`src/rtl/ccpg_pkg.sv`:
```
package ccpg_pkg;

  localparam int unsigned PixW    = 16;
  localparam int unsigned CountW  = 7;
  localparam int unsigned GainW   = 16;
  localparam int unsigned DiffW   = PixW + 1;
  localparam int unsigned CoeffW  = 40;
  localparam int unsigned TW      = 17;   // t in 16 fraction bits, up to exactly 1.0
  localparam int unsigned TFracW  = 16;
  localparam int unsigned FracW   = 12;   // coefficient fraction bits
  localparam int unsigned ProdW   = CoeffW + TW + 1;

  localparam logic [CountW-1:0] PointCountRst = 7'd64;
  localparam logic [GainW-1:0]  ShapeGainRst  = 16'd12288;
  localparam logic [CountW-1:0] MinPoints     = 7'd2;

  // register map
  localparam logic CfgPointCount = 1'b0;
  localparam logic CfgShapeGain  = 1'b1;

  // coefficient store slots
  localparam logic [2:0] CoefAx = 3'd0;
  localparam logic [2:0] CoefBx = 3'd1;
  localparam logic [2:0] CoefCx = 3'd2;
  localparam logic [2:0] CoefAy = 3'd3;
  localparam logic [2:0] CoefBy = 3'd4;
  localparam logic [2:0] CoefCy = 3'd5;

  typedef struct packed {
    logic signed [PixW-1:0] start_x;
    logic signed [PixW-1:0] start_y;
    logic signed [PixW-1:0] pull1_x;
    logic signed [PixW-1:0] pull1_y;
    logic signed [PixW-1:0] pull2_x;
    logic signed [PixW-1:0] pull2_y;
    logic signed [PixW-1:0] end_x;
    logic signed [PixW-1:0] end_y;
  } in_word_t;

  typedef struct packed {
    logic signed [PixW-1:0] point_x;
    logic signed [PixW-1:0] point_y;
    logic                   last_point;
  } out_word_t;

  typedef enum logic [3:0] {
    ST_IDLE,
    ST_SETUP0,
    ST_SETUP1,
    ST_SETUP2,
    ST_SETUP3,
    ST_SETUP4,
    ST_WAIT_DIV,
    ST_H1,
    ST_H2,
    ST_H3,
    ST_H4,
    ST_H5,
    ST_H6,
    ST_H7,
    ST_EMIT
  } state_e;

  typedef enum logic [2:0] {
    MUL_NONE,
    MUL_D1X,
    MUL_D2X,
    MUL_D1Y,
    MUL_D2Y,
    MUL_SX,
    MUL_SY
  } mul_src_e;

  typedef enum logic [3:0] {
    ACC_NONE,
    ACC_CX,
    ACC_ABX,
    ACC_CY,
    ACC_ABY,
    ACC_LOAD_A,
    ACC_HX_B,
    ACC_HY_B,
    ACC_HX_C,
    ACC_HY_C,
    ACC_HX_O,
    ACC_HY_O
  } acc_op_e;

  typedef struct packed {
    logic     load_item;
    mul_src_e mul_src;
    acc_op_e  acc_op;
    logic     out_load;
    logic     t_step;
  } cmd_t;

  typedef struct packed {
    logic div_done;
    logic last;
    logic out_free;
  } status_t;

endpackage

```
`src/rtl/ccpg_tdiv.sv`:
```
module ccpg_tdiv #(
  parameter int unsigned IdxW = 6
) (
  input  logic                       clk_i,
  input  logic                       rst_ni,
  input  logic                       start_i,
  input  logic [IdxW-1:0]            divisor_i,
  output logic                       busy_o,
  output logic [ccpg_pkg::TW-1:0]    quot_o,
  output logic [IdxW-1:0]            rem_o
);
  import ccpg_pkg::*;

  // 2^16 / divisor, one quotient bit per cycle, MSB first
  localparam int unsigned CntW = $clog2(TW);

  logic            busy_q;
  logic [CntW-1:0] cnt_q;
  logic [IdxW-1:0] div_q;
  logic [IdxW-1:0] rem_q, rem_d;
  logic [TW-1:0]   quot_q, quot_d;
  logic [IdxW:0]   trial;
  logic            ge;

  always_comb begin
    trial  = {rem_q, (cnt_q == CntW'(TFracW))};
    ge     = (trial >= {1'b0, div_q});
    rem_d  = ge ? IdxW'(trial - {1'b0, div_q}) : trial[IdxW-1:0];
    quot_d = {quot_q[TW-2:0], ge};
  end

  always_ff @(posedge clk_i or negedge rst_ni) begin
    if (!rst_ni) begin
      busy_q <= 1'b0;
      cnt_q  <= '0;
    end else if (start_i) begin
      busy_q <= 1'b1;
      cnt_q  <= CntW'(TW - 1);
    end else if (busy_q) begin
      if (cnt_q == '0) begin
        busy_q <= 1'b0;
      end
      cnt_q <= cnt_q - 1'b1;
    end
  end

  always_ff @(posedge clk_i) begin
    if (start_i) begin
      div_q  <= divisor_i;
      rem_q  <= '0;
      quot_q <= '0;
    end else if (busy_q) begin
      rem_q  <= rem_d;
      quot_q <= quot_d;
    end
  end

  assign busy_o = busy_q;
  assign quot_o = quot_q;
  assign rem_o  = rem_q;

endmodule

```
`src/rtl/ccpg_ctrl.sv`:
```
module ccpg_ctrl (
  input  logic              clk_i,
  input  logic              rst_ni,
  input  logic              in_valid_i,
  output logic              in_ready_o,
  input  ccpg_pkg::status_t status_i,
  output ccpg_pkg::cmd_t    cmd_o
);
  import ccpg_pkg::*;

  state_e state_q, state_d;

  always_ff @(posedge clk_i or negedge rst_ni) begin
    if (!rst_ni) begin
      state_q <= ST_IDLE;
    end else begin
      state_q <= state_d;
    end
  end

  always_comb begin
    state_d = state_q;
    unique case (state_q)
      ST_IDLE:     if (in_valid_i) state_d = ST_SETUP0;
      ST_SETUP0:   state_d = ST_SETUP1;
      ST_SETUP1:   state_d = ST_SETUP2;
      ST_SETUP2:   state_d = ST_SETUP3;
      ST_SETUP3:   state_d = ST_SETUP4;
      ST_SETUP4:   state_d = ST_WAIT_DIV;
      ST_WAIT_DIV: if (status_i.div_done) state_d = ST_H1;
      ST_H1:       state_d = ST_H2;
      ST_H2:       state_d = ST_H3;
      ST_H3:       state_d = ST_H4;
      ST_H4:       state_d = ST_H5;
      ST_H5:       state_d = ST_H6;
      ST_H6:       state_d = ST_H7;
      ST_H7:       state_d = ST_EMIT;
      ST_EMIT: begin
        if (status_i.out_free) begin
          state_d = status_i.last ? ST_IDLE : ST_H1;
        end
      end
      default:     state_d = ST_IDLE;
    endcase
  end

  always_comb begin
    in_ready_o      = 1'b0;
    cmd_o.load_item = 1'b0;
    cmd_o.mul_src   = MUL_NONE;
    cmd_o.acc_op    = ACC_NONE;
    cmd_o.out_load  = 1'b0;
    cmd_o.t_step    = 1'b0;
    unique case (state_q)
      ST_IDLE: begin
        in_ready_o      = 1'b1;
        cmd_o.load_item = in_valid_i;
      end
      ST_SETUP0: cmd_o.mul_src = MUL_D1X;
      ST_SETUP1: begin
        cmd_o.mul_src = MUL_D2X;
        cmd_o.acc_op  = ACC_CX;
      end
      ST_SETUP2: begin
        cmd_o.mul_src = MUL_D1Y;
        cmd_o.acc_op  = ACC_ABX;
      end
      ST_SETUP3: begin
        cmd_o.mul_src = MUL_D2Y;
        cmd_o.acc_op  = ACC_CY;
      end
      ST_SETUP4: cmd_o.acc_op = ACC_ABY;
      ST_WAIT_DIV: begin
        if (status_i.div_done) cmd_o.acc_op = ACC_LOAD_A;
      end
      ST_H1: cmd_o.mul_src = MUL_SX;
      ST_H2: begin
        cmd_o.mul_src = MUL_SY;
        cmd_o.acc_op  = ACC_HX_B;
      end
      ST_H3: begin
        cmd_o.mul_src = MUL_SX;
        cmd_o.acc_op  = ACC_HY_B;
      end
      ST_H4: begin
        cmd_o.mul_src = MUL_SY;
        cmd_o.acc_op  = ACC_HX_C;
      end
      ST_H5: begin
        cmd_o.mul_src = MUL_SX;
        cmd_o.acc_op  = ACC_HY_C;
      end
      ST_H6: begin
        cmd_o.mul_src = MUL_SY;
        cmd_o.acc_op  = ACC_HX_O;
      end
      ST_H7: cmd_o.acc_op = ACC_HY_O;
      ST_EMIT: begin
        if (status_i.out_free) begin
          cmd_o.out_load = 1'b1;
          if (!status_i.last) begin
            cmd_o.t_step = 1'b1;
            cmd_o.acc_op = ACC_LOAD_A;
          end
        end
      end
      default: ;
    endcase
  end

endmodule

```
`src/rtl/ccpg_datapath.sv`:
```
module ccpg_datapath #(
  parameter int unsigned MaxPoints = 64
) (
  input  logic                            clk_i,
  input  logic                            rst_ni,
  input  ccpg_pkg::cmd_t                  cmd_i,
  output ccpg_pkg::status_t               status_o,
  input  ccpg_pkg::in_word_t              in_word_i,
  input  logic [ccpg_pkg::CountW-1:0]     point_count_i,
  input  logic [ccpg_pkg::GainW-1:0]      shape_gain_i,
  output logic                            out_valid_o,
  input  logic                            out_ready_i,
  output ccpg_pkg::out_word_t             out_word_o
);
  import ccpg_pkg::*;

  localparam int unsigned IdxW = $clog2(MaxPoints);
  localparam logic [CountW-1:0] MaxN = CountW'(MaxPoints);

  // item registers
  logic signed [DiffW-1:0]  d1x_q, d2x_q, d3x_q, d1y_q, d2y_q, d3y_q;
  logic signed [PixW-1:0]   org_q [2];
  logic [GainW-1:0]         gain_q;
  logic [IdxW-1:0]          d_q;

  logic signed [CoeffW-1:0] coeff_q [6];
  logic signed [CoeffW-1:0] sx_q, sy_q;
  logic signed [ProdW-1:0]  prod_q, prod_d;

  logic [TW-1:0]            t_q;
  logic [IdxW-1:0]          r_q;
  logic [IdxW-1:0]          idx_q;

  logic                     out_valid_q;
  out_word_t                out_q;

  logic                     div_busy;
  logic [TW-1:0]            step_q0;
  logic [IdxW-1:0]          step_r0;

  logic [CountW-1:0]        n_sel;
  logic [IdxW-1:0]          d_in;
  logic signed [CoeffW-1:0] a_op;
  logic [TW-1:0]            b_op;
  logic signed [CoeffW-1:0] prod_lo, prod_tr;
  logic                     prod_fix;
  logic signed [CoeffW-1:0] d3x_sh, d3y_sh, orgx_sh, orgy_sh;
  logic [IdxW:0]            r_sum;
  logic                     r_wrap;

  // truncate toward zero by 2^12, then clamp to 16 bits
  function automatic logic [PixW-1:0] round_sat(input logic signed [CoeffW-1:0] s);
    logic signed [CoeffW-FracW-1:0] q;
    logic                           fix;
    fix = s[CoeffW-1] & (|s[FracW-1:0]);
    q   = s[CoeffW-1:FracW] + {{(CoeffW-FracW-1){1'b0}}, fix};
    if (q > (CoeffW-FracW)'(32767)) begin
      return 16'h7fff;
    end else if (q < -(CoeffW-FracW)'(32768)) begin
      return 16'h8000;
    end else begin
      return q[PixW-1:0];
    end
  endfunction

  // divisor is the clamped point count less one
  always_comb begin
    if (point_count_i < MinPoints) begin
      n_sel = MinPoints;
    end else if (point_count_i > MaxN) begin
      n_sel = MaxN;
    end else begin
      n_sel = point_count_i;
    end
    d_in = IdxW'(n_sel - 1'b1);
  end

  ccpg_tdiv #(
    .IdxW (IdxW)
  ) u_tdiv (
    .clk_i     (clk_i),
    .rst_ni    (rst_ni),
    .start_i   (cmd_i.load_item),
    .divisor_i (d_in),
    .busy_o    (div_busy),
    .quot_o    (step_q0),
    .rem_o     (step_r0)
  );

  // shared multiplier, signed 40 x unsigned 17
  always_comb begin
    a_op = sx_q;
    b_op = t_q;
    case (cmd_i.mul_src)
      MUL_D1X: begin a_op = CoeffW'(d1x_q); b_op = {1'b0, gain_q}; end
      MUL_D2X: begin a_op = CoeffW'(d2x_q); b_op = {1'b0, gain_q}; end
      MUL_D1Y: begin a_op = CoeffW'(d1y_q); b_op = {1'b0, gain_q}; end
      MUL_D2Y: begin a_op = CoeffW'(d2y_q); b_op = {1'b0, gain_q}; end
      MUL_SY:  a_op = sy_q;
      default: a_op = sx_q;
    endcase
    prod_d = a_op * $signed({1'b0, b_op});
  end

  always_comb begin
    prod_lo  = prod_q[CoeffW-1:0];
    prod_fix = prod_q[ProdW-1] & (|prod_q[TFracW-1:0]);
    prod_tr  = prod_q[CoeffW+TFracW-1:TFracW] + {{(CoeffW-1){1'b0}}, prod_fix};
    d3x_sh   = {{(CoeffW-DiffW-FracW){d3x_q[DiffW-1]}}, d3x_q, {FracW{1'b0}}};
    d3y_sh   = {{(CoeffW-DiffW-FracW){d3y_q[DiffW-1]}}, d3y_q, {FracW{1'b0}}};
    orgx_sh  = {{(CoeffW-PixW-FracW){org_q[0][PixW-1]}}, org_q[0], {FracW{1'b0}}};
    orgy_sh  = {{(CoeffW-PixW-FracW){org_q[1][PixW-1]}}, org_q[1], {FracW{1'b0}}};
    r_sum    = {1'b0, r_q} + {1'b0, step_r0};
    r_wrap   = (r_sum >= {1'b0, d_q});
  end

  always_ff @(posedge clk_i) begin
    if (cmd_i.load_item) begin
      d1x_q    <= {in_word_i.pull1_x[PixW-1], in_word_i.pull1_x}
                - {in_word_i.start_x[PixW-1], in_word_i.start_x};
      d2x_q    <= {in_word_i.pull2_x[PixW-1], in_word_i.pull2_x}
                - {in_word_i.pull1_x[PixW-1], in_word_i.pull1_x};
      d3x_q    <= {in_word_i.end_x[PixW-1], in_word_i.end_x}
                - {in_word_i.start_x[PixW-1], in_word_i.start_x};
      d1y_q    <= {in_word_i.pull1_y[PixW-1], in_word_i.pull1_y}
                - {in_word_i.start_y[PixW-1], in_word_i.start_y};
      d2y_q    <= {in_word_i.pull2_y[PixW-1], in_word_i.pull2_y}
                - {in_word_i.pull1_y[PixW-1], in_word_i.pull1_y};
      d3y_q    <= {in_word_i.end_y[PixW-1], in_word_i.end_y}
                - {in_word_i.start_y[PixW-1], in_word_i.start_y};
      org_q[0] <= in_word_i.start_x;
      org_q[1] <= in_word_i.start_y;
      gain_q   <= shape_gain_i;
      d_q      <= d_in;
    end

    if (cmd_i.mul_src != MUL_NONE) begin
      prod_q <= prod_d;
    end

    case (cmd_i.acc_op)
      ACC_CX:  coeff_q[CoefCx] <= prod_lo;
      ACC_ABX: begin
        coeff_q[CoefBx] <= prod_lo - coeff_q[CoefCx];
        coeff_q[CoefAx] <= d3x_sh - prod_lo;
      end
      ACC_CY:  coeff_q[CoefCy] <= prod_lo;
      ACC_ABY: begin
        coeff_q[CoefBy] <= prod_lo - coeff_q[CoefCy];
        coeff_q[CoefAy] <= d3y_sh - prod_lo;
      end
      ACC_LOAD_A: begin
        sx_q <= coeff_q[CoefAx];
        sy_q <= coeff_q[CoefAy];
      end
      ACC_HX_B: sx_q <= prod_tr + coeff_q[CoefBx];
      ACC_HY_B: sy_q <= prod_tr + coeff_q[CoefBy];
      ACC_HX_C: sx_q <= prod_tr + coeff_q[CoefCx];
      ACC_HY_C: sy_q <= prod_tr + coeff_q[CoefCy];
      ACC_HX_O: sx_q <= prod_tr + orgx_sh;
      ACC_HY_O: sy_q <= prod_tr + orgy_sh;
      default: ;
    endcase

    // t = floor(i * 2^16 / d), stepped by quotient and remainder
    if (cmd_i.load_item) begin
      t_q <= '0;
      r_q <= '0;
    end else if (cmd_i.t_step) begin
      if (r_wrap) begin
        r_q <= IdxW'(r_sum - {1'b0, d_q});
        t_q <= t_q + step_q0 + 1'b1;
      end else begin
        r_q <= r_sum[IdxW-1:0];
        t_q <= t_q + step_q0;
      end
    end

    if (cmd_i.out_load) begin
      out_q.point_x    <= round_sat(sx_q);
      out_q.point_y    <= round_sat(sy_q);
      out_q.last_point <= (idx_q == d_q);
    end
  end

  always_ff @(posedge clk_i or negedge rst_ni) begin
    if (!rst_ni) begin
      idx_q       <= '0;
      out_valid_q <= 1'b0;
    end else begin
      if (cmd_i.load_item) begin
        idx_q <= '0;
      end else if (cmd_i.t_step) begin
        idx_q <= idx_q + 1'b1;
      end
      if (cmd_i.out_load) begin
        out_valid_q <= 1'b1;
      end else if (out_ready_i) begin
        out_valid_q <= 1'b0;
      end
    end
  end

  assign status_o.div_done = !div_busy;
  assign status_o.last     = (idx_q == d_q);
  assign status_o.out_free = !out_valid_q || out_ready_i;

  assign out_valid_o = out_valid_q;
  assign out_word_o  = out_q;

endmodule

```
`src/rtl/cubic_curve_point_generator.sv`:
```
// Cubic curve point generator: n points per set of four control points.
// One input word is processed at a time; each point word waits for a free output register.
// Points share one 40x17 multiplier, with x and y interleaved.
// Reset (rst_ni, async, active low): idle, output empty, point_count = 64,
//   shape_gain = 3.0; coefficient and origin registers are not cleared.
module cubic_curve_point_generator #(
  parameter int unsigned MAX_POINTS = 64
) (
  input  logic                          clk_i,
  input  logic                          rst_ni,
  input  logic                          in_valid_i,
  output logic                          in_ready_o,
  input  ccpg_pkg::in_word_t            in_word_i,
  output logic                          out_valid_o,
  input  logic                          out_ready_i,
  output ccpg_pkg::out_word_t           out_word_o,
  input  logic                          cfg_we_i,
  input  logic                          cfg_addr_i,
  input  logic [ccpg_pkg::GainW-1:0]    cfg_wdata_i
);
  import ccpg_pkg::*;

  // Configuration registers. Writes should land only while idle; the user must ensure this, as the block
  // does not enforce it. The datapath samples them once per input word, at acceptance.
  logic [CountW-1:0] point_count_q;
  logic [GainW-1:0]  shape_gain_q;

  always_ff @(posedge clk_i or negedge rst_ni) begin
    if (!rst_ni) begin
      point_count_q <= PointCountRst;
      shape_gain_q  <= ShapeGainRst;
    end else if (cfg_we_i) begin
      unique case (cfg_addr_i)
        CfgPointCount: point_count_q <= cfg_wdata_i[CountW-1:0];
        CfgShapeGain:  shape_gain_q  <= cfg_wdata_i;
        default: ;
      endcase
    end
  end

  // Controller sequences one word at a time:
  //   setup    - k*(P1-P0), k*(P2-P1) per axis through the shared multiplier,
  //              giving c, b and a; the 2^16/(n-1) step divider runs alongside.
  //   per point - three Horner steps on x and y, interleaved so the registered
  //              product of one axis is folded in while the other multiplies,
  //              then P0 is added back and the result rounded toward zero.
  //   emit     - point goes into the output register when free; t and index step unless last.
  // The output register lets the next word be taken while the last point waits.
  cmd_t    cmd;
  status_t status;

  ccpg_ctrl u_ctrl (
    .clk_i      (clk_i),
    .rst_ni     (rst_ni),
    .in_valid_i (in_valid_i),
    .in_ready_o (in_ready_o),
    .status_i   (status),
    .cmd_o      (cmd)
  );

  ccpg_datapath #(
    .MaxPoints (MAX_POINTS)
  ) u_datapath (
    .clk_i         (clk_i),
    .rst_ni        (rst_ni),
    .cmd_i         (cmd),
    .status_o      (status),
    .in_word_i     (in_word_i),
    .point_count_i (point_count_q),
    .shape_gain_i  (shape_gain_q),
    .out_valid_o   (out_valid_o),
    .out_ready_i   (out_ready_i),
    .out_word_o    (out_word_o)
  );

endmodule

```
`config.mk`:
```
export PLATFORM = sky130hd
export DESIGN_NAME = cubic_curve_point_generator
export DESIGN_NICKNAME = d
export VERILOG_FILES = /design/src/rtl/ccpg_pkg.sv /design/src/rtl/ccpg_tdiv.sv /design/src/rtl/ccpg_ctrl.sv /design/src/rtl/ccpg_datapath.sv /design/src/rtl/cubic_curve_point_generator.sv
export SDC_FILE = /design/constraint.sdc
export NUM_CORES = 2
export LEC_CHECK = 0
export BUFFER_PORTS_ARGS = -buffer_cell sky130_fd_sc_hd__buf_2
export CAP_MARGIN = 0
export CORE_MARGIN = 3
export CORE_UTILIZATION = 50
export DETAILED_ROUTE_END_ITERATION = 10
export GPL_TIMING_DRIVEN = 1
export PLACE_DENSITY = 0.7
export SLEW_MARGIN = 20
export SYNTH_ARGS = -nofsm -noshare
export SYNTH_HDL_FRONTEND = slang
export SYNTH_SLANG_ARGS = --single-unit
```
`constraint.sdc`:
```
create_clock -name clk_i -period 15.1 [get_ports clk_i]
set_clock_uncertainty 0.1 [all_clocks]
set_input_delay 1.51 -clock clk_i [delete_from_list [all_inputs] [get_ports clk_i]]
set_output_delay 1.51 -clock clk_i [all_outputs]
set_load 0.01 [all_outputs]
```
Yosys cells after proc, flatten, opt, wreduce, memory -nomap -nowiden. Memory sizes are Yosys's and may differ from the RTL's. Cells that the tools add are included.

$add $sub $neg: 27. Multipliers: 1. Magnitude comparators: 8. Equality and inequality tests: 35. Mux-type cells: 56. Bitwise gates (word level): 4. Reduce and logical (&&, ||, !) cells: 23.

Operators by type and width (count): $pmux 40 s4 (2); $pmux 40 s5 (1); $add 40x40->40 (4); $mux 40 (4); $reduce_or 40->1 (4); $sub 16x16->17 (6); $add 40x28->40 (2); $sub 29x40->40 (2); $sub 40x40->40 (2); $pmux 4 s15 (1); $mul 40x18->58 (1); $add 28x1->28 (2); $gt 28x16->1 const B (2); $lt 28x16->1 const B (2); $pmux 4 s12 (1); $eq 4x4->1 const B (11); $add 40x1->40 (1); $mux 6 (6); $mux 17 (2); $eq 4x3->1 const B (8); $mux 16 (2); $reduce_or 12->1 (2); $mux 1 (22); $mux 3 (7); other kinds (36) (57).

Register bits: 381. Memory bits (writable): 272. Bits of input ports: 150. Output and inout bits: 35. Word-level logic and storage cells: 181. Memories: 2.

Memories: u_datapath.coeff_q (depth 6, width 40, rd ports 6, clocked after Yosys merged registers in 0, write ports 2, RTL line ccpg_datapath.sv:26) `logic signed [CoeffW-1:0] coeff_q [6];`; u_datapath.org_q (depth 2, width 16, rd ports 2, clocked after Yosys merged registers in 0, write ports 2, RTL line ccpg_datapath.sv:22) `logic signed [PixW-1:0] org_q [2];`.

Depth between registers and ports, before layout.
Depth after elaboration: 11. Mapped depth: 35. Depth with buffers taken out: 32.

Hierarchy. Synthesis repeated with hierarchy kept, for this count alone.

Cell total of the unflattened synthesis: 7296. Area total of the unflattened synthesis: 68873.6 sq um.

Modules (own cells, without submodules): ccpg_datapath (instances 1, cells each 7024, area each 65794.4 sq um, sequential area each 17631.9 sq um); ccpg_tdiv (instances 1, cells each 166, area each 1697.9 sq um, sequential area each 790.8 sq um); cubic_curve_point_generator (instances 1, cells each 50, area each 950.9 sq um, sequential area each 579.3 sq um); ccpg_ctrl (instances 1, cells each 56, area each 430.4 sq um, sequential area each 100.1 sq um).

Worst setup path after synthesis. Ideal clock, no wire load.

Path type: register to register. Start: register u_ctrl.state_q[1]. End: register u_datapath.prod_q[54], data pin. Setup time: 256 ps. Data arrival time: 10192 ps. Data required time: 14744 ps. Path slack: 4551 ps. Cell stages (with the launch flop): 31. Path buffers: 3. Period minus slack after synthesis: 10549 ps. Cell sequence: dfrtp_1 > clkbuf_1 > nand2_1 > nor3_1 > clkbuf_1 > a22oi_1 > nand2_1 > a221o_1 > clkbuf_1 > nand2_1 > fa_1 > inv_1 > fa_1 > fa_1 > fa_1 > fa_1 > inv_1 > fa_1 > inv_1 > ha_1 > and3_4 > and4_4 > a311o_1 > a221oi_1 > a21boi_2 > a311oi_1 > a311o_1 > a21oi_2 > o21bai_1 > a311o_1 > a22o_1.

Word-level cells in the longest chain between the ends: 7. Elaborated cells between the ends (all ways): 22. Those cells by class: mul (1); eq/ne (15); mux (3); reduce/logical (3).

Ends and longest elaborated chain: start, declared (RTL line ccpg_ctrl.sv:11) `state_e state_q, state_d;`; start signal, assigned (RTL line ccpg_ctrl.sv:17) `state_q <= state_d;`; $eq 4x4->1 or $eq 4x3->1 (tied branches) (RTL line ccpg_ctrl.sv:54) `unique case (state_q)`; $reduce_or 3->1 (no line); $pmux 3 s6 * (RTL line ccpg_ctrl.sv:54); $eq 3x1->1, or another cell as far along (RTL line ccpg_datapath.sv:94) `case (cmd_i.mul_src)`; $reduce_or 4->1 (no line); $mux 17 (RTL line ccpg_datapath.sv:94); $mul 40x18->58 * (RTL line ccpg_datapath.sv:102) `prod_d = a_op * $signed({1'b0, b_op});`; via u_datapath.prod_d[54] (RTL line ccpg_datapath.sv:28) `logic signed [ProdW-1:0] prod_q, prod_d;`; end signal, assigned (RTL line ccpg_datapath.sv:138) `prod_q <= prod_d;`; end, declared (RTL line ccpg_datapath.sv:28).

Mark *: on every way through the listed nets, which the timed path passes. The rest lies on a longest branch. A chain may end at the register's enable or synchronous reset.

Final worst setup path.
Start: register u_ctrl.state_q[0]. End: register u_datapath.prod_q[54], data pin.

Same word-level chain as after synthesis.

==> impl_metrics.yaml <==
finish:
  final_cell_mix: "1089 x inv_1, 714 x nand2_1, 657 x fa_1"
  post_route_utilization_pct: 54.9
  final-instance-count-excl-fill: 9169
  mostFrequentLayoutCell: "inv_1"
  fraction_of_final_layout_cells_sized_beyond_drive_strength_1_pct: 7.65
  areaGrowthSynthToFinish_pct: 8.61
  fin_nets: 8680
floorplanning:
  top_level_ports: 185
  design.core.area_um2: 134000
  dieHeight_um: 374
  placementRows: 134
  die_width_um: 374
  start_util_pct: 50.5
  floorplan.die_area_um2: 140000
global_routing:
  grt_first_pass_wirelength_um: 324000
  globalRouteMet1Util_pct: 40.1
  overflow: 0
  grt_start_max_net_pins: 79
  antenna_found_initial: 3
  grtUsageMet2_pct: 48.8
  groute.usage.overall_pct: 30.3
  met3_usage_pct: 5.79
  global_route.peak_usage_layer: "met2"
  first_global_vias: 55004
logic_synthesis:
  post_synthesis_async_set_or_reset_flop_share_pct: 6.13
  post_synth_instance_area_um2: 67700
  synthFlopType: "edfxtp_1"
  post_synthesis_net_count: 8537
  synth_cell_types: 95
  synthCells: 7190
  synth_edf_count: 566
  ys_ff_latch: 652
  post-synth-top-area-cell: "edfxtp_1"
  netlist.area_leader.share_pct: 25.1
  syn_area_per_cell_um2: 9.42
  synth_warnings: 0
  synth.area.top_cells: "edfxtp_1 25%, fa_1 19%, ha_1 10%"
  seq_area_frac_synth_pct: 27.9
clock_network:
  postCtsResizedCells: 0
  clk_pin_slew_worst_paths_ns: 0.06
  cts-hold-fix-buffers: 0
  tritoncts_clock_tree: "yes"
  root_buffer: "clkbuf_16"
  clk_latency_ns: 0.72
  tritoncts.num_buffers: 79
  numClockSinks: 652
  maximum_root_to_sink_buffer_count: 3
  htree_levels: 3
  cts_setup_buffers: 0
placement:
  routabilityCongestion: 0.978
  detailedPlacementHpwl_um: 167000
  io_buffer_count: 184
  post-place-ws_ns: 4.40
  post-place-cells: 9017
worst_hold_path:
  worstHoldEndpoint: "u_datapath.gain_q[8]$_DFFE_PP_"
  timing.hold.worst.class: "reg2reg"
  min_delay_path_depth: 0
  holdCritStartpoint: "shape_gain_q[8]$_DFFE_PN0P_"
critical_path:
  cp-end-kind: "flip-flop"
  timing.rr.end: "u_datapath.prod_q[54]$_DFFE_PP_"
  worst-r2r-cell-count: 31
  regToRegSetupSlack_ns: 4.21
  critical_path_required_ns: 15.43
  critical-path-top-cell-by-count: "fa_1"
  worstPathMaxFanout: 57
  worstPathArrival_ns: 11.21
  critical_path_class: "reg2reg"
  critical-path-slowest-cell: "buf_4"
  max_stage_delay_ns: 0.78
  regToRegStartpoint: "u_ctrl.state_q[0]$_DFFE_PN0P_"
  startpoint_type: "flip-flop"
timing:
  setup_total_negative_slack_ns: 0
  final_period_minus_worst_setup_slack_ns: 10.89
  layout_setup_ws_ns: 4.21
  grt_setup_unrepaired: "false"
  drv_slew: 0
  worst_pin_slew_ns: 1.12
  timing.slew.headroom_pct: 25.1
  final_hold_viol_count: 0
  finalSetupViolCount: 0
  max_clock_freq_mhz: 91.8
  final_min_period_over_clock_period_pct: 72.1
route:
  drt_pass1_iterations: 6
  antenna_violating_nets_post_route: 0
  drcViolationCount: 0
  routed_wire_length_per_instance_um: 23.2
  overall_via_count_from_detail_route: 54112
  wirelength_um: 212000
  drt-initial-drc-count: 4845
  viasPerCell: 5.90
status:
  status: "finished, final reports clean"
job:
  timing.max_cap.violations: 0
## state kept, by name, summed over array words and instances (netlist names), 7 cells and up
signal / cells
u_datapath.prod_q: 57
u_datapath.d1y_q: 17
shape_gain_q: 16
point_count_q: 7
u_datapath.out_word_o: 33
u_datapath.d3x_q: 17
u_datapath.d2x_q: 17
u_datapath.sy_q: 40
u_datapath.d3y_q: 17
u_datapath.t_q: 17
u_datapath.d1x_q: 17
u_datapath.d2y_q: 17
u_datapath.coeff_q: 240
u_datapath.u_tdiv.quot_o: 17
u_datapath.gain_q: 16
u_datapath.sx_q: 40
u_datapath.org_q: 32
## cells in the mapped netlist, types with 18 or more instances
| master | n |
|---|---|
| a211oi_1 | 29 |
| a21boi_0 | 34 |
| a21o_1 | 191 |
| a21oi_1 | 336 |
| a221o_1 | 18 |
| a221oi_1 | 28 |
| a22oi_1 | 69 |
| a31oi_1 | 44 |
| and2_1 | 25 |
| and3_1 | 41 |
| clkbuf_1 | 195 |
| dfrtp_1 | 37 |
| dfxtp_1 | 46 |
| edfxtp_1 | 566 |
| fa_1 | 657 |
| ha_1 | 540 |
| inv_1 | 1090 |
| mux2_2 | 76 |
| mux2i_1 | 49 |
| nand2_1 | 714 |
| nand2b_1 | 56 |
| nand3_1 | 150 |
| nand4_1 | 43 |
| nor2_1 | 634 |
| nor2b_1 | 70 |
| nor3_1 | 94 |
| nor4_1 | 23 |
| o211ai_1 | 24 |
| o21a_1 | 69 |
| o21ai_0 | 347 |
| o21bai_1 | 67 |
| o221ai_1 | 37 |
| or2_2 | 21 |
| or3_1 | 36 |
| xnor2_1 | 322 |
| xor2_1 | 158 |
## layer usage
| layer | up-vias | part of all wire [%] |
|---|---|---|
| met1 | 26557 | 41 |
| li1 | 24650 | - |
| met5 | - | 0 |
| met2 | 2427 | 46 |
| met4 | 0 | 4.6 |
| met3 | 478 | 8.9 |
## metrics by stage
| stage | hold WS, ns | cell area (µm²) |
|---|---|---|
| global placement | 0.330 | 70900 |
| global route | 0.357 | 73500 |
| CTS | 0.346 | 73500 |
| floorplan | 0.319 | 67700 |
| finish | 0.343 | 73500 |
| detailed placement | 0.329 | 70900 |
## worst max path at each step
| stage | startpoint | endpoint | slack (ns) | depth (start not counted) |
|---|---|---|---|---|
| after floorplan | u_ctrl.state_q[1]$_DFFE_PN0P_ | u_datapath.prod_q[54]$_DFFE_PP_ | 4.55 | 30 |
| after global placement | u_ctrl.state_q[0]$_DFFE_PN0P_ | u_datapath.prod_q[54]$_DFFE_PP_ | 3.88 | 30 |
| after detailed placement | u_ctrl.state_q[0]$_DFFE_PN0P_ | u_datapath.prod_q[54]$_DFFE_PP_ | 4.40 | 31 |
| after CTS | u_ctrl.state_q[0]$_DFFE_PN0P_ | u_datapath.prod_q[54]$_DFFE_PP_ | 4.36 | 31 |
| after global routing | u_ctrl.state_q[0]$_DFFE_PN0P_ | u_datapath.prod_q[47]$_DFFE_PP_ | 3.83 | 32 |
| final | u_ctrl.state_q[0]$_DFFE_PN0P_ | u_datapath.prod_q[54]$_DFFE_PP_ | 4.21 | 31 |
## cell type report
cell class | count | area (µm²)
fill | 11896 | 60400
multi-input combinational | 5234 | 44100
sequential | 652 | 18900
inverter | 1090 | 4100
clock inverter | 44 | 510
antenna | 6 | 15.0
timing repair buffer | 276 | 1610
tap | 1768 | 2210
clock buffer | 99 | 2080
## worst max-delay path, delay by kind of cell, from the launching register on
family	cells	cell delay [ns]
AO/OA/AOI/OAI	12	3.44
adder cells (fa/ha/maj)	7	3.42
buffers and inverters	6	1.54
flip-flops	1	0.73
AND/OR/NAND/NOR	6	1.26
## kinds of logic (layout without fill, tap and decap cells)
| group | Yosys count | count (layout) | share of synthesized area (%) |
|---|---|---|---|
| flip-flops | 652 | 652 | 27.9 |
| XOR/XNOR | 481 | 481 | 6.23 |
| adder cells (fa/ha/maj) | 1197 | 1197 | 29.4 |
| other | 0 | 6 | 0 |
| buffers and inverters | 1304 | 1509 | 7.26 |
| multiplexers | 126 | 126 | 2.00 |
| AO/OA/AOI/OAI | 1478 | 1478 | 14.4 |
| AND/OR/NAND/NOR | 1952 | 1952 | 12.8 |
Power is not shown: default switching activity piles up to over one toggle a cycle in this logic, so the estimate is an artifact.
